File: src/rtl/core/bdlb_pkg.sv
// Package for the button debounce and LED blink block.
// Holds the item structs, opcodes and timing masks; no dependencies.
package bdlb_pkg;

  localparam int unsigned DataWidth = 32;
  localparam int unsigned AddrWidth = 3;

  localparam logic OpTick = 1'b0;
  localparam logic OpLoad = 1'b1;

  localparam logic RegActiveLevel = 1'b0;

  localparam logic [4:0] CheckMask = 5'h1f;
  localparam logic [5:0] StepMask  = 6'h3f;
  localparam logic [31:0] SampleSpanMs = 32'd32;

  typedef struct packed {
    logic        op;
    logic        button_level;
    logic [31:0] pattern_value;
  } in_t;

  typedef struct packed {
    logic        pin_as_input;
    logic        pin_level;
    logic        button_down;
    logic [31:0] duration_ms;
    logic [31:0] previous_duration_ms;
  } out_t;

endpackage

File: src/rtl/core/bdlb_state.sv
// State registers and next-state logic of the debounce and blink block.
// Depends on bdlb_pkg; updates on each accepted item and returns its result.
module bdlb_state #(
  parameter int unsigned PATTERN_BITS = 32
) (
  input  logic          clk_i,
  input  logic          rst_ni,
  input  logic          accept_i,
  input  bdlb_pkg::in_t item_i,
  input  logic          active_level_i,
  output bdlb_pkg::out_t result_o
);
  import bdlb_pkg::*;

  logic [31:0]             ms_counter_q, ms_counter_d;
  logic                    check_armed_q, check_armed_d;
  logic                    step_armed_q, step_armed_d;
  logic                    last_sample_q, last_sample_d;
  logic                    debounced_down_q, debounced_down_d;
  logic [31:0]             state_start_q, state_start_d;
  logic [31:0]             cur_dur_q, cur_dur_d;
  logic [31:0]             prev_dur_q, prev_dur_d;
  logic                    led_level_q, led_level_d;
  logic [PATTERN_BITS-1:0] pattern_q, pattern_d;
  logic                    input_mode_q, input_mode_d;

  logic [31:0] now;
  logic [63:0] pattern_ext;
  logic        pressed;
  logic        skip_step;

  assign now         = ms_counter_q + 32'd1;
  assign pattern_ext = {32'd0, item_i.pattern_value};
  assign pressed     = (item_i.button_level == active_level_i);

  always_comb begin
    ms_counter_d     = ms_counter_q;
    check_armed_d    = check_armed_q;
    step_armed_d     = step_armed_q;
    last_sample_d    = last_sample_q;
    debounced_down_d = debounced_down_q;
    state_start_d    = state_start_q;
    cur_dur_d        = cur_dur_q;
    prev_dur_d       = prev_dur_q;
    led_level_d      = led_level_q;
    pattern_d        = pattern_q;
    input_mode_d     = input_mode_q;
    skip_step        = 1'b0;
    if (item_i.op == OpLoad) begin
      pattern_d = pattern_ext[PATTERN_BITS-1:0];
    end else begin
      ms_counter_d = now;
      if (check_armed_q && ((now[4:0] & CheckMask) == 5'd0)) begin
        check_armed_d = 1'b0;
        input_mode_d  = 1'b1;
        if (pressed != last_sample_q) begin
          last_sample_d = pressed;
          skip_step     = 1'b1;
        end else begin
          if (debounced_down_q != pressed) begin
            debounced_down_d = pressed;
            prev_dur_d       = cur_dur_q + SampleSpanMs;
            state_start_d    = now;
            cur_dur_d        = 32'd0;
          end else begin
            cur_dur_d = now - state_start_q;
          end
          input_mode_d = 1'b0;
        end
      end else if ((now[4:0] & CheckMask) != 5'd0) begin
        check_armed_d = 1'b1;
      end
      if (!skip_step) begin
        if (step_armed_q && ((now[5:0] & StepMask) == 6'd0)) begin
          led_level_d  = pattern_q[0] ? active_level_i : !active_level_i;
          pattern_d    = {pattern_q[0], pattern_q[PATTERN_BITS-1:1]};
          step_armed_d = 1'b0;
        end else if ((now[5:0] & StepMask) != 6'd0) begin
          step_armed_d = 1'b1;
        end
      end
    end
  end

  always_comb begin
    result_o.pin_as_input         = input_mode_d;
    result_o.pin_level            = input_mode_d | led_level_d;
    result_o.button_down          = debounced_down_d;
    result_o.duration_ms          = cur_dur_d;
    result_o.previous_duration_ms = prev_dur_d;
  end

  always_ff @(posedge clk_i or negedge rst_ni) begin
    if (!rst_ni) begin
      ms_counter_q     <= '0;
      check_armed_q    <= 1'b0;
      step_armed_q     <= 1'b0;
      last_sample_q    <= 1'b0;
      debounced_down_q <= 1'b0;
      state_start_q    <= '0;
      cur_dur_q        <= '0;
      prev_dur_q       <= '0;
      led_level_q      <= 1'b0;
      pattern_q        <= '0;
      input_mode_q     <= 1'b0;
    end else if (accept_i) begin
      ms_counter_q     <= ms_counter_d;
      check_armed_q    <= check_armed_d;
      step_armed_q     <= step_armed_d;
      last_sample_q    <= last_sample_d;
      debounced_down_q <= debounced_down_d;
      state_start_q    <= state_start_d;
      cur_dur_q        <= cur_dur_d;
      prev_dur_q       <= prev_dur_d;
      led_level_q      <= led_level_d;
      pattern_q        <= pattern_d;
      input_mode_q     <= input_mode_d;
    end
  end

  a_tick_advances: assert property (@(posedge clk_i) disable iff (!rst_ni)
    accept_i && (item_i.op == OpTick) |=> ms_counter_q == $past(ms_counter_q) + 32'd1)
    else $error("tick item did not advance the millisecond counter");

  a_load_keeps_time: assert property (@(posedge clk_i) disable iff (!rst_ni)
    accept_i && (item_i.op == OpLoad) |=> $stable(ms_counter_q) && $stable(input_mode_q))
    else $error("load item changed timing or pin state");

  a_check_off_boundary: assert property (@(posedge clk_i) disable iff (!rst_ni)
    check_armed_q |-> ms_counter_q[4:0] != 5'd0)
    else $error("sample armed while sitting on a sample boundary");

  a_idle_holds: assert property (@(posedge clk_i) disable iff (!rst_ni)
    !accept_i |=> $stable(pattern_q) && $stable(debounced_down_q))
    else $error("state changed without an accepted item");

endmodule

File: src/rtl/core/button_debounce_led_blink.sv
// Top level: each accepted item yields one result item, registered in the cycle after it is taken.
// Throughput is one item per cycle while the output is not stalled; the output register is the only stage.
// The input is taken while a result waits, as long as that result leaves now.
// Reset clears all state but the output item register; active_level resets to 1 and the LED state to low.
// Depends on bdlb_pkg and bdlb_state.
module button_debounce_led_blink #(
  parameter int unsigned PATTERN_BITS = 32
) (
  input  logic                           clk_i,
  input  logic                           rst_ni,
  input  logic                           in_valid_i,
  output logic                           in_ready_o,
  input  bdlb_pkg::in_t                  in_item_i,
  output logic                           out_valid_o,
  input  logic                           out_ready_i,
  output bdlb_pkg::out_t                 out_item_o,
  input  logic                           psel,
  input  logic                           penable,
  input  logic                           pwrite,
  input  logic [bdlb_pkg::AddrWidth-1:0] paddr,
  input  logic [bdlb_pkg::DataWidth-1:0] pwdata,
  output logic [bdlb_pkg::DataWidth-1:0] prdata,
  output logic                           pready
);
  import bdlb_pkg::*;

  logic active_level_q;
  logic out_valid_q;
  out_t out_item_q;
  out_t result;
  logic accept;
  logic cfg_write;

  assign pready     = 1'b1;
  assign cfg_write  = psel && penable && pwrite && pready && (paddr[2] == RegActiveLevel);
  assign prdata     = (paddr[2] == RegActiveLevel) ? {31'd0, active_level_q} : '0;
  assign in_ready_o = !out_valid_q || out_ready_i;
  assign accept     = in_valid_i && in_ready_o;
  assign out_valid_o = out_valid_q;
  assign out_item_o  = out_item_q;

  always_ff @(posedge clk_i or negedge rst_ni) begin
    if (!rst_ni) begin
      active_level_q <= 1'b1;
    end else if (cfg_write) begin
      active_level_q <= pwdata[0];
    end
  end

  bdlb_state #(
    .PATTERN_BITS(PATTERN_BITS)
  ) u_state (
    .clk_i         (clk_i),
    .rst_ni        (rst_ni),
    .accept_i      (accept),
    .item_i        (in_item_i),
    .active_level_i(active_level_q),
    .result_o      (result)
  );

  always_ff @(posedge clk_i or negedge rst_ni) begin
    if (!rst_ni) begin
      out_valid_q <= 1'b0;
    end else if (in_ready_o) begin
      out_valid_q <= in_valid_i;
    end
  end

  always_ff @(posedge clk_i) begin
    if (accept) begin
      out_item_q <= result;
    end
  end

  a_accept_gives_result: assert property (@(posedge clk_i) disable iff (!rst_ni)
    accept |=> out_valid_q)
    else $error("accepted item produced no result");

  a_empty_is_ready: assert property (@(posedge clk_i) disable iff (!rst_ni)
    !out_valid_q |-> in_ready_o)
    else $error("input stalled with an empty output register");

  a_no_result_without_item: assert property (@(posedge clk_i) disable iff (!rst_ni)
    !out_valid_q && !accept |=> !out_valid_q)
    else $error("result appeared without an accepted item");

endmodule

File: config.mk
export PLATFORM = sky130hd
export DESIGN_NAME = button_debounce_led_blink
export DESIGN_NICKNAME = d
export VERILOG_FILES = /design/src/rtl/core/bdlb_pkg.sv /design/src/rtl/core/bdlb_state.sv /design/src/rtl/core/button_debounce_led_blink.sv
export SDC_FILE = /design/constraint.sdc
export NUM_CORES = 1
export LEC_CHECK = 0
export BUFFER_PORTS_ARGS = -buffer_cell sky130_fd_sc_hd__buf_2
export CAP_MARGIN = 10
export CELL_PAD_IN_SITES_DETAIL_PLACEMENT = 1
export CELL_PAD_IN_SITES_GLOBAL_PLACEMENT = 2
export CORE_ASPECT_RATIO = 1.1
export CORE_MARGIN = 8
export CORE_UTILIZATION = 41
export CTS_BUF_LIST = sky130_fd_sc_hd__clkbuf_8
export CTS_CLUSTER_SIZE = 24
export DETAILED_ROUTE_END_ITERATION = 10
export GPL_TIMING_DRIVEN = 0
export PLACE_DENSITY_LB_ADDON = 0.08
export SLEW_MARGIN = 5
export SYNTH_ARGS = -nofsm -noshare
export SYNTH_HDL_FRONTEND = slang
export SYNTH_SLANG_ARGS = --single-unit
File: constraint.sdc
create_clock -name clk_i -period 7.8 [get_ports clk_i]
set_clock_uncertainty 0.15 [all_clocks]
set_input_delay 0.39 -clock clk_i [delete_from_list [all_inputs] [get_ports clk_i]]
set_output_delay 0.39 -clock clk_i [all_outputs]
set_load 0.05 [all_outputs]
## Yosys cells after proc, flatten, opt, wreduce, memory -nomap -nowiden

Cells that the tools add are included.
W data, S select, Z words.

- Input port bits: 76
- Memory bits (writable): 0
- ROM bits: 0
- Flip-flop bits (word level): 235
- Latch bits: 0
- Logic and storage cells: 81
- Memories kept: 0
- Output and inout port bits: 102

- Order comparisons: 0
- $mul: 0
- Shift operators: 0
- Multiplexer cells: 29
- Equal/unequal tests: 4
- Reduce and logical (&&, ||, !) cells: 22
- Div/mod/pow operators: 0
- Add/sub/neg operators: 3
- Bitwise operators: 5

Operator list:

| cell | count |
|---|---|
| $mux W32 | 11 |
| $add A32 B1 Y32 const B | 1 |
| $add A32 B6 Y32 const B | 1 |
| $sub A32 B32 Y32 | 1 |
| $mux W1 | 18 |
| $reduce_and A4 Y1 | 2 |
| $logic_and A1 B1 Y1 | 6 |
| $logic_not A6 Y1 | 1 |
| $reduce_and A3 Y1 | 2 |
| $reduce_bool A2 Y1 | 3 |
| $reduce_bool A6 Y1 | 1 |
| $logic_not A5 Y1 | 1 |
| $reduce_and A5 Y1 | 1 |
| $reduce_bool A5 Y1 | 1 |
| $not A1 Y1 | 4 |
| $logic_not A1 Y1 | 2 |
| $ne A1 B1 Y1 | 2 |
| $ne A2 B2 Y1 const B | 1 |
| $reduce_and A2 Y1 | 1 |
| $eq A1 B1 Y1 | 1 |
| $logic_or A1 B1 Y1 | 1 |
| $or A1 B1 Y1 | 1 |

## Logic depth before layout (Yosys ltp)

Gate-level depths: netlist of run 1.

- Depth after elaboration: 8
- Gate-level depth with buffers: 17
- Mapped depth without buffers: 16

## Hierarchy

A second synthesis of run 1 with hierarchy kept.

- Cells, all modules: 1235
- Area total of the unflattened synthesis: 12363.1 um^2

By module, submodules not included:

| module | sequential area each (um^2) | times used | cells each | area an instance (um^2) |
|---|---|---|---|---|
| bdlb_state | 4154.0 | 1 | 1126 | 10004.6 |
| button_debounce_led_blink | 2063.2 | 1 | 109 | 2358.5 |

## Least setup slack after synthesis of run 1

No wires, ideal clock.

- Path kind: register -> register
- Start point: register out_valid_q (netlist: out_valid_o)
- End point: register u_state.cur_dur_q[1]
- Path slack: 3.537 ns
- Arrival time: 3.982 ns
- Data required time: 7.520 ns
- Path buffers: 1
- Clock period less this slack: 4.263 ns
- Library setup time: 0.130 ns
- Cell stages (with the launch flop): 6
- Path through: dfrtp_1 nand2b_1 nand2_1 inv_1 buf_1 mux2_2

- Cells in the longest elaborated chain, start to end: 3

RTL lines:

| item | line | RTL |
|---|---|---|
| start, declared | button_debounce_led_blink.sv:28 | `logic out_valid_q;` |
| start signal, assigned | button_debounce_led_blink.sv:65 | `out_valid_q <= in_valid_i;` |
| $logic_not A1 Y1 | button_debounce_led_blink.sv:37 | `assign in_ready_o = !out_valid_q \|\| out_ready_i;` |
| $logic_or A1 B1 Y1 | button_debounce_led_blink.sv:37 |  |
| via in_ready_o | button_debounce_led_blink.sv:12 | `output logic in_ready_o,` |
| $logic_and A1 B1 Y1 | button_debounce_led_blink.sv:38 | `assign accept = in_valid_i && in_ready_o;` |
| via accept | button_debounce_led_blink.sv:31 | `logic accept;` |
| end signal, assigned | bdlb_state.sv:113 | `cur_dur_q <= cur_dur_d;` |
| end, declared | bdlb_state.sv:21 | `logic [31:0] cur_dur_q, cur_dur_d;` |

The timed path passes the listed nets, and every way through them passes these cells.
A chain may end at the register's enable or synchronous reset.

==> summary.txt, run 1 <==
status - finished clean
FF+latch count, synth - 235
TritonRoute pass-1 iters - 4
crit path time final - 4.65 ns
Seq/Total Area, Yosys - 0.496
WP data required - 8.03 ns
share of power burned in the clock network - 0.341
leak pwr - 6.91 nW
first-pass GRT wire length - 54.8 mm
number of antenna violations at the first check in global routing - 0
fin. max-slew vios - 0
Power Internal - 2.16 mW
Chip Width - 183 um
Cell Chain, Critical Path - ha_1, nand2_1, nor3_4, nand2_1, nor2_1, nand3_1, xnor2_1, ha_1, clkbuf_1, a21oi_1, o21ai_0, nor2_1, and4b_1, nor3_2, o31ai_1, a21oi_1, o31ai_1
CTS Sinks - 235
Synth cell types - 76
xor/xnor cell area share of the yosys netlist - 0.0816
ys async rst share - 0.715
slew of the pin with the lowest slew margin - 0.956 ns
Switching Share - 0.316
most instantiated library cell after synthesis - dfrtp_1
power per cell area - 211 nW/um2
largest family of logic cells by synthesized area - simple AND/OR/NAND/NOR gates
Yosys top cell area share - 0.333
Placer Congestion - 0.765
met3 wire length - 1.46 mm
Main synth FF type - dfrtp_1
fin crit share - 0.597
slowest CP cell - dfrtp_1
I/O pin count - 178
Worst Setup Start Kind - register
final wirelength - 33.4 mm
Synth Cell Area - 12500 um2
mux cell area share after synthesis - 0.0443
vias per cell - 5.01
vias in the first global route - 10400
number of standard cells after synthesis - 1264
Psw - 0.998 mW
Hold Path Class - in2reg
TritonCTS clock tree - done
clock root buffer - clkbuf_8
Post-CTS Setup Repair Bufs - 0
die area - 36500 um2
Yosys warnings - 0
Post-synth top cells - 167 x dfrtp_1, 162 x nand2_1, 102 x nor2_1, 97 x o21ai_0, 89 x a21oi_1
Top Metal Used - met4
combinational share of power - 0.193
Overflow after GRT - 0
H-tree levels - 2
Setup-failing EPs final - 0
max cap viols - 0
Placed Instances - 1821
WS Path Type - reg2reg
average size of a mapped cell - 9.93 um2
Post-synth EDFFs - 67
Clock transition at path regs - 0.06 ns
CTS buffer count - 42
starting density of the core - 0.415
Die Y - 199 um
adder and majority gate portion of the synthesized area - 0.0345
Port Buffer Count - 111
drt first-iter violations - 497
WHS - 0.258 ns
All-Layer GR Usage - 0.186
Synth Area in Simple Gates - 0.155
Critical Path End Type - register
compound-gate portion of the synthesized area - 0.135
Remaining DRCs - 0
fmax - 215 MHz
Crit path largest cell delay - 0.54 ns
fin cells - 1930
Critical Path Fanout Max - 10
Peak VDD IR - 118 uV
RSZ-0062 raised after global routing - false
largest net degree at the start of global routing - 88
CP Data Arrival Time - 4.88 ns
final setup TNS - 0 ns
core region area - 30300 um2
post-route ant nets - 0
post-synth top area cell - dfrtp_1
Layout area overhead - 19.0%
CTS max path bufs - 3
DR WL met2 - 16.2 mm
clk_lat worst skew - 0.56 ns
routed via count - 9676
layout cell share with drive strength beyond 1 - 0.172
Std-Cell Rows - 67
Final Hold Viols - 0
Metal-1 WL - 14.8 mm
Synth area leaders - dfrtp_1 33%, edfxtp_1 16%, nand2_1 4.8%
layout net count - 1598
Post-DP HPWL - 24.7 mm
WL/cell - 17.3 um
sequential share of power - 0.466
antenna diode count - 0
max_slew headroom - 0.359
-- power groups by stage --
stage / clock network (mW) / registers (mW) / logic, mW
after floorplan: 0 / 1.55 / 0.362
after global placement: 0 / 1.49 / 0.579
after detailed placement: 0 / 1.49 / 0.597
after CTS: 1.12 / 1.47 / 0.616
after global routing: 1.16 / 1.49 / 0.674
final: 1.07 / 1.47 / 0.609
-- cell families after synthesis --
| kind of cell | after synthesis |
|---|---|
| simple gates | 407 |
| buf+inv | 140 |
| xor+xnor | 116 |
| mux | 53 |
| fa+ha+maj | 34 |
| other cells | 2 |
| compound gates | 277 |
| flops | 235 |
-- stage by stage --
step                instance area, um2  setup slack, ns  utilization  power [mW]
global placement                 13700             3.01        0.454        2.07
CTS                              14900             3.05        0.493        3.21
global route                     14900             2.74        0.493        3.32
floorplan                        12700             3.54            -        1.92
detailed placement               13800             3.09        0.456        2.09
finish                           14900             3.15        0.493        3.15
-- metal layers --
metal | vias up | GRT usage
met4 | 0 | 0.0681
met3 | 64 | 0.0376
li1 | 4785 | -
met1 | 4644 | 0.227
met2 | 183 | 0.321
met5 | - | 0
-- worst max-delay path: cells and delay by family, from the launching register on --
kind	cells	cell delay, ns
flops	1	0.54
buf+inv	1	0.20
fa+ha+maj	2	0.56
compound gates	5	1.17
xor+xnor	1	0.23
simple gates	8	1.62
-- worst paths after layout --
check | depth (start not counted) | start | end | slack [ns]
min in group asynchronous | 2 | rst_ni | out_valid_o$_DFFE_PN0N_ | 0.27
setup reg to reg | 17 | u_state.ms_counter_q[0]$_DFFE_PN0P_ | out_item_o[63]$_DFFE_PP_ | 3.15
max in group asynchronous | 3 | rst_ni | u_state.state_start_q[30]$_DFFE_PN0P_ | 6.36
setup / recovery | 17 | u_state.ms_counter_q[0]$_DFFE_PN0P_ | out_item_o[63]$_DFFE_PP_ | 3.15
hold reg to reg | 2 | u_state.prev_dur_q[24]$_DFFE_PN0P_ | u_state.prev_dur_q[24]$_DFFE_PN0P_ | 0.33
hold / removal | 5 | in_item_i[32] | u_state.debounced_down_q$_DFFE_PN0P_ | 0.26
-- cell type report --
type	count	area [um2]
flip-flops and latches	235	6220
clock buffers	48	661
multi-input cells	919	5760
fillers	3409	15300
inverters	45	169
plain buffers	95	512
well taps	414	518
repair buffers	150	983
clock inverters	24	104
-- sequential cells by signal (all words and copies together) (netlist names) --
register                  count
u_state.step_armed_q          1
u_state.pattern_q            32
active_level_q                1
u_state.prev_dur_q           32
out_item_o                   67
u_state.ms_counter_q         32
u_state.last_sample_q         1
u_state.led_level_q           1
u_state.cur_dur_q            32
u_state.state_start_q        32
out_valid_o                   1
u_state.input_mode_q          1
u_state.check_armed_q         1
u_state.debounced_down_q      1
-- what timing repair did --
action,4_1_cts,5_1_grt
hold buffers,37,0
hold endpoints to repair,114,0
resized for setup,0,0
-- layout by cell type, fill, tap and decap left out, types with 4 or more instances in the layout --
master | netlist | final
dfrtp_1 | 167 | 167
nand2_1 | 162 | 162
buf_2 | 6 | 117
nor2_1 | 102 | 102
o21ai_0 | 97 | 97
a21oi_1 | 89 | 89
edfxtp_1 | 67 | 67
xnor2_1 | 61 | 61
inv_1 | 45 | 56
xor2_1 | 54 | 54
clkbuf_1 | 50 | 50
clkbuf_8 | 0 | 48
nand3_1 | 38 | 38
dlygate4sd3_1 | 0 | 37
buf_4 | 35 | 35
mux2i_1 | 33 | 33
ha_1 | 33 | 33
conb_1 | 2 | 32
a22o_1 | 21 | 21
nand4_1 | 20 | 20
and3_1 | 19 | 19
mux2_2 | 17 | 17
a21o_1 | 11 | 11
nor3_1 | 10 | 10
a31oi_1 | 9 | 9
o21ai_1 | 8 | 8
clkinv_1 | 0 | 8
nor2b_1 | 7 | 7
and2_1 | 5 | 5
o21a_1 | 5 | 5
nand2b_1 | 5 | 5
a211oi_1 | 4 | 4
o31ai_1 | 4 | 4
a221oi_1 | 4 | 4
Note: power is estimated with default switching activity, not from simulation.
==> run 2: changes to the inputs <==
Settings changed: CORE_UTILIZATION 41 to 38.
Clock period 7.8 ns to 4.6 ns, I/O delays scaled along.
==> run 2 against run 1 <==
Compared with the run above: register-to-register slack worse by 2.8 ns; wire length grew 0.90%; via count up 0.25%; fmax up 8.6%; sequential share of layout area fell by 0.59 points; clock power increased by 89%; clock-buffer cell count rose by 6; worst hold slack got worse by 0.20 ns; combinational power increased by 74%; cell area increased by 1.5%; non-clock buffer count rose by 5; power rose by 77%; critical path type unchanged.
==> summary.txt, run 2 (same netlist as run 1, synthesis figures left out) <==
status - finished clean
drt first-iter violations - 423
Layout area overhead - 20.7%
Final Hold Viols - 0
antenna diode count - 0
number of antenna violations at the first check in global routing - 0
Switching Share - 0.309
WS Path Type - reg2reg
starting density of the core - 0.381
RSZ-0062 raised after global routing - true
Remaining DRCs - 0
critical path's top delay family - simple AND/OR/NAND/NOR gates
Critical Path End Type - register
Std-Cell Rows - 70
TritonRoute pass-1 iters - 4
Cell Chain, Critical Path - ha_2, nand2_1, nor3_4, buf_4, nand3_2, or3_4, xnor2_1, ha_1, a21o_1, a21oi_1, inv_1, a21oi_1, inv_1, o31ai_2, and3_1, o31ai_1
Final Instance Area - 15100 um2
slowest CP cell - a21oi_1
commonest non-fill, non-tap cell in the layout - dfrtp_1
Worst Setup Start Kind - register
combinational share of power - 0.191
clock root buffer - clkbuf_8
sequential share of power - 0.447
max cap viols - 0
layout net count - 1604
Setup-failing EPs final - 0
fmax - 233 MHz
post-route ant nets - 0
Placed Instances - 1840
Worst Reg-to-Reg Cells - 16
Peak VDD IR - 203 uV
# fillers - 3828
vias per cell - 4.95
fin cells - 1960
clk_lat worst skew - 0.57 ns
WP data required - 4.74 ns
WL/cell - 17.2 um
fin. max-slew vios - 0
power per cell area - 368 nW/um2
WP depth - 16
Die Y - 207 um
core region area - 32900 um2
final wirelength - 33.7 mm
max_slew headroom - 0.341
Port Buffer Count - 111
CP Data Arrival Time - 4.43 ns
share of power burned in the clock network - 0.362
most frequent cells in the layout - 165 x dfrtp_1, 162 x nand2_1, 117 x buf_2, 101 x nor2_1, 97 x o21ai_0
I/O pin count - 178
Clock transition at path regs - 0.06 ns
vias in the first global route - 10700
slew of the pin with the lowest slew margin - 0.988 ns
leak pwr - 7.02 nW
crit path time final - 4.29 ns
H-tree levels - 2
die area - 39100 um2
fin crit share - 0.932
Power Internal - 3.85 mW
Critical Path Fanout Max - 7
final setup TNS - 0 ns
Overflow after GRT - 0
Psw - 1.72 mW
first-pass GRT wire length - 55.5 mm
largest net degree at the start of global routing - 94
layout cell share with drive strength beyond 1 - 0.185
Crit path largest cell delay - 0.49 ns
Hold Path Class - in2async
Post-DP Area - 13800 um2
Post-DP HPWL - 25.1 mm
CTS max path bufs - 3
flip-flop count of the largest register after layout - 67
CTS buffer count - 43
CP Buf/Inv Count - 3
TritonCTS clock tree - done
Placer Congestion - 0.790
All-Layer GR Usage - 0.175
routed via count - 9700
Chip Width - 189 um
CTS Sinks - 235
==> run 2: cell types whose count changed in the layout (fill, tap and decap cells not counted), sizes merged <==
cell,delta
bufinv,+1
buf,+5
clkbuf,+6
==> run 2: routing by layer <==
| metal | vias up | GRT usage | share of wire | routed length (um) |
|---|---|---|---|---|
| li1 | 4801 | - | - | - |
| met1 | 4688 | 0.217 | 0.45 | 15300 |
| met2 | 162 | 0.305 | 0.48 | 16300 |
| met3 | 49 | 0.0316 | 0.039 | 1300 |
| met4 | 0 | 0.0559 | 0.024 | 797 |
| met5 | - | 0 | 0 | 0 |
==> run 2: power by group through the flow <==
stage / logic (mW) / registers [mW] / clock network (mW)
floorplan: 0.614 / 2.64 / 0
global placement: 0.987 / 2.52 / 0
finish: 1.06 / 2.49 / 2.02
detailed placement: 1.02 / 2.53 / 0
CTS: 1.05 / 2.49 / 2.09
global route: 1.18 / 2.52 / 2.18
==> run 2: final cells by class <==
type / count / area [um2] / share of cell area
Clock inverter: 25 / 136 / 0.00900
Buffer: 95 / 512 / 0.0338
Multi-Input combinational cell: 919 / 5790 / 0.382
Tap cell: 432 / 541 / 0.0357
Sequential cell: 235 / 6220 / 0.411
Inverter: 45 / 169 / 0.0112
Timing Repair Buffer: 155 / 1030 / 0.0682
Clock buffer: 54 / 743 / 0.0491
==> run 2: path summary, 6_finish.rpt <==
check / to / startpoint / slack, ns
max reg2reg: out_item_o[63]$_DFFE_PP_ / u_state.ms_counter_q[0]$_DFFE_PN0P_ / 0.31
max in group asynchronous: u_state.pattern_q[7]$_DFFE_PN0P_ / rst_ni / 3.28
min: u_state.prev_dur_q[28]$_DFFE_PN0P_ / rst_ni / 0.06
max: out_item_o[63]$_DFFE_PP_ / u_state.ms_counter_q[0]$_DFFE_PN0P_ / 0.31
min reg2reg: u_state.prev_dur_q[8]$_DFFE_PN0P_ / u_state.prev_dur_q[8]$_DFFE_PN0P_ / 0.33
min in group clk_i: u_state.debounced_down_q$_DFFE_PN0P_ / in_item_i[32] / 0.08
==> run 2: through the flow <==
step,power [mW],hold WS [ns],util,setup slack (ns)
global placement,3.51,0.283,0.418,-0.176
floorplan,3.25,-0.216,-,0.337
finish,5.57,0.0628,0.460,0.313
global route,5.87,0.0917,0.460,-0.0217
CTS,5.64,0.0507,0.458,0.0288
detailed placement,3.55,0.0996,0.420,-0.157
==> run 2: what timing repair did <==
| action | 4_1_cts | 5_1_grt |
|---|---|---|
| resized for setup | 3 | 6 |
| hold buffers | 37 | 0 |
| cloned | 0 | 0 |
| setup endpoints to repair | 11 | 18 |
| pin swaps | 0 | 1 |
| buffers inserted | 0 | 4 |
| hold endpoints to repair | 109 | 0 |
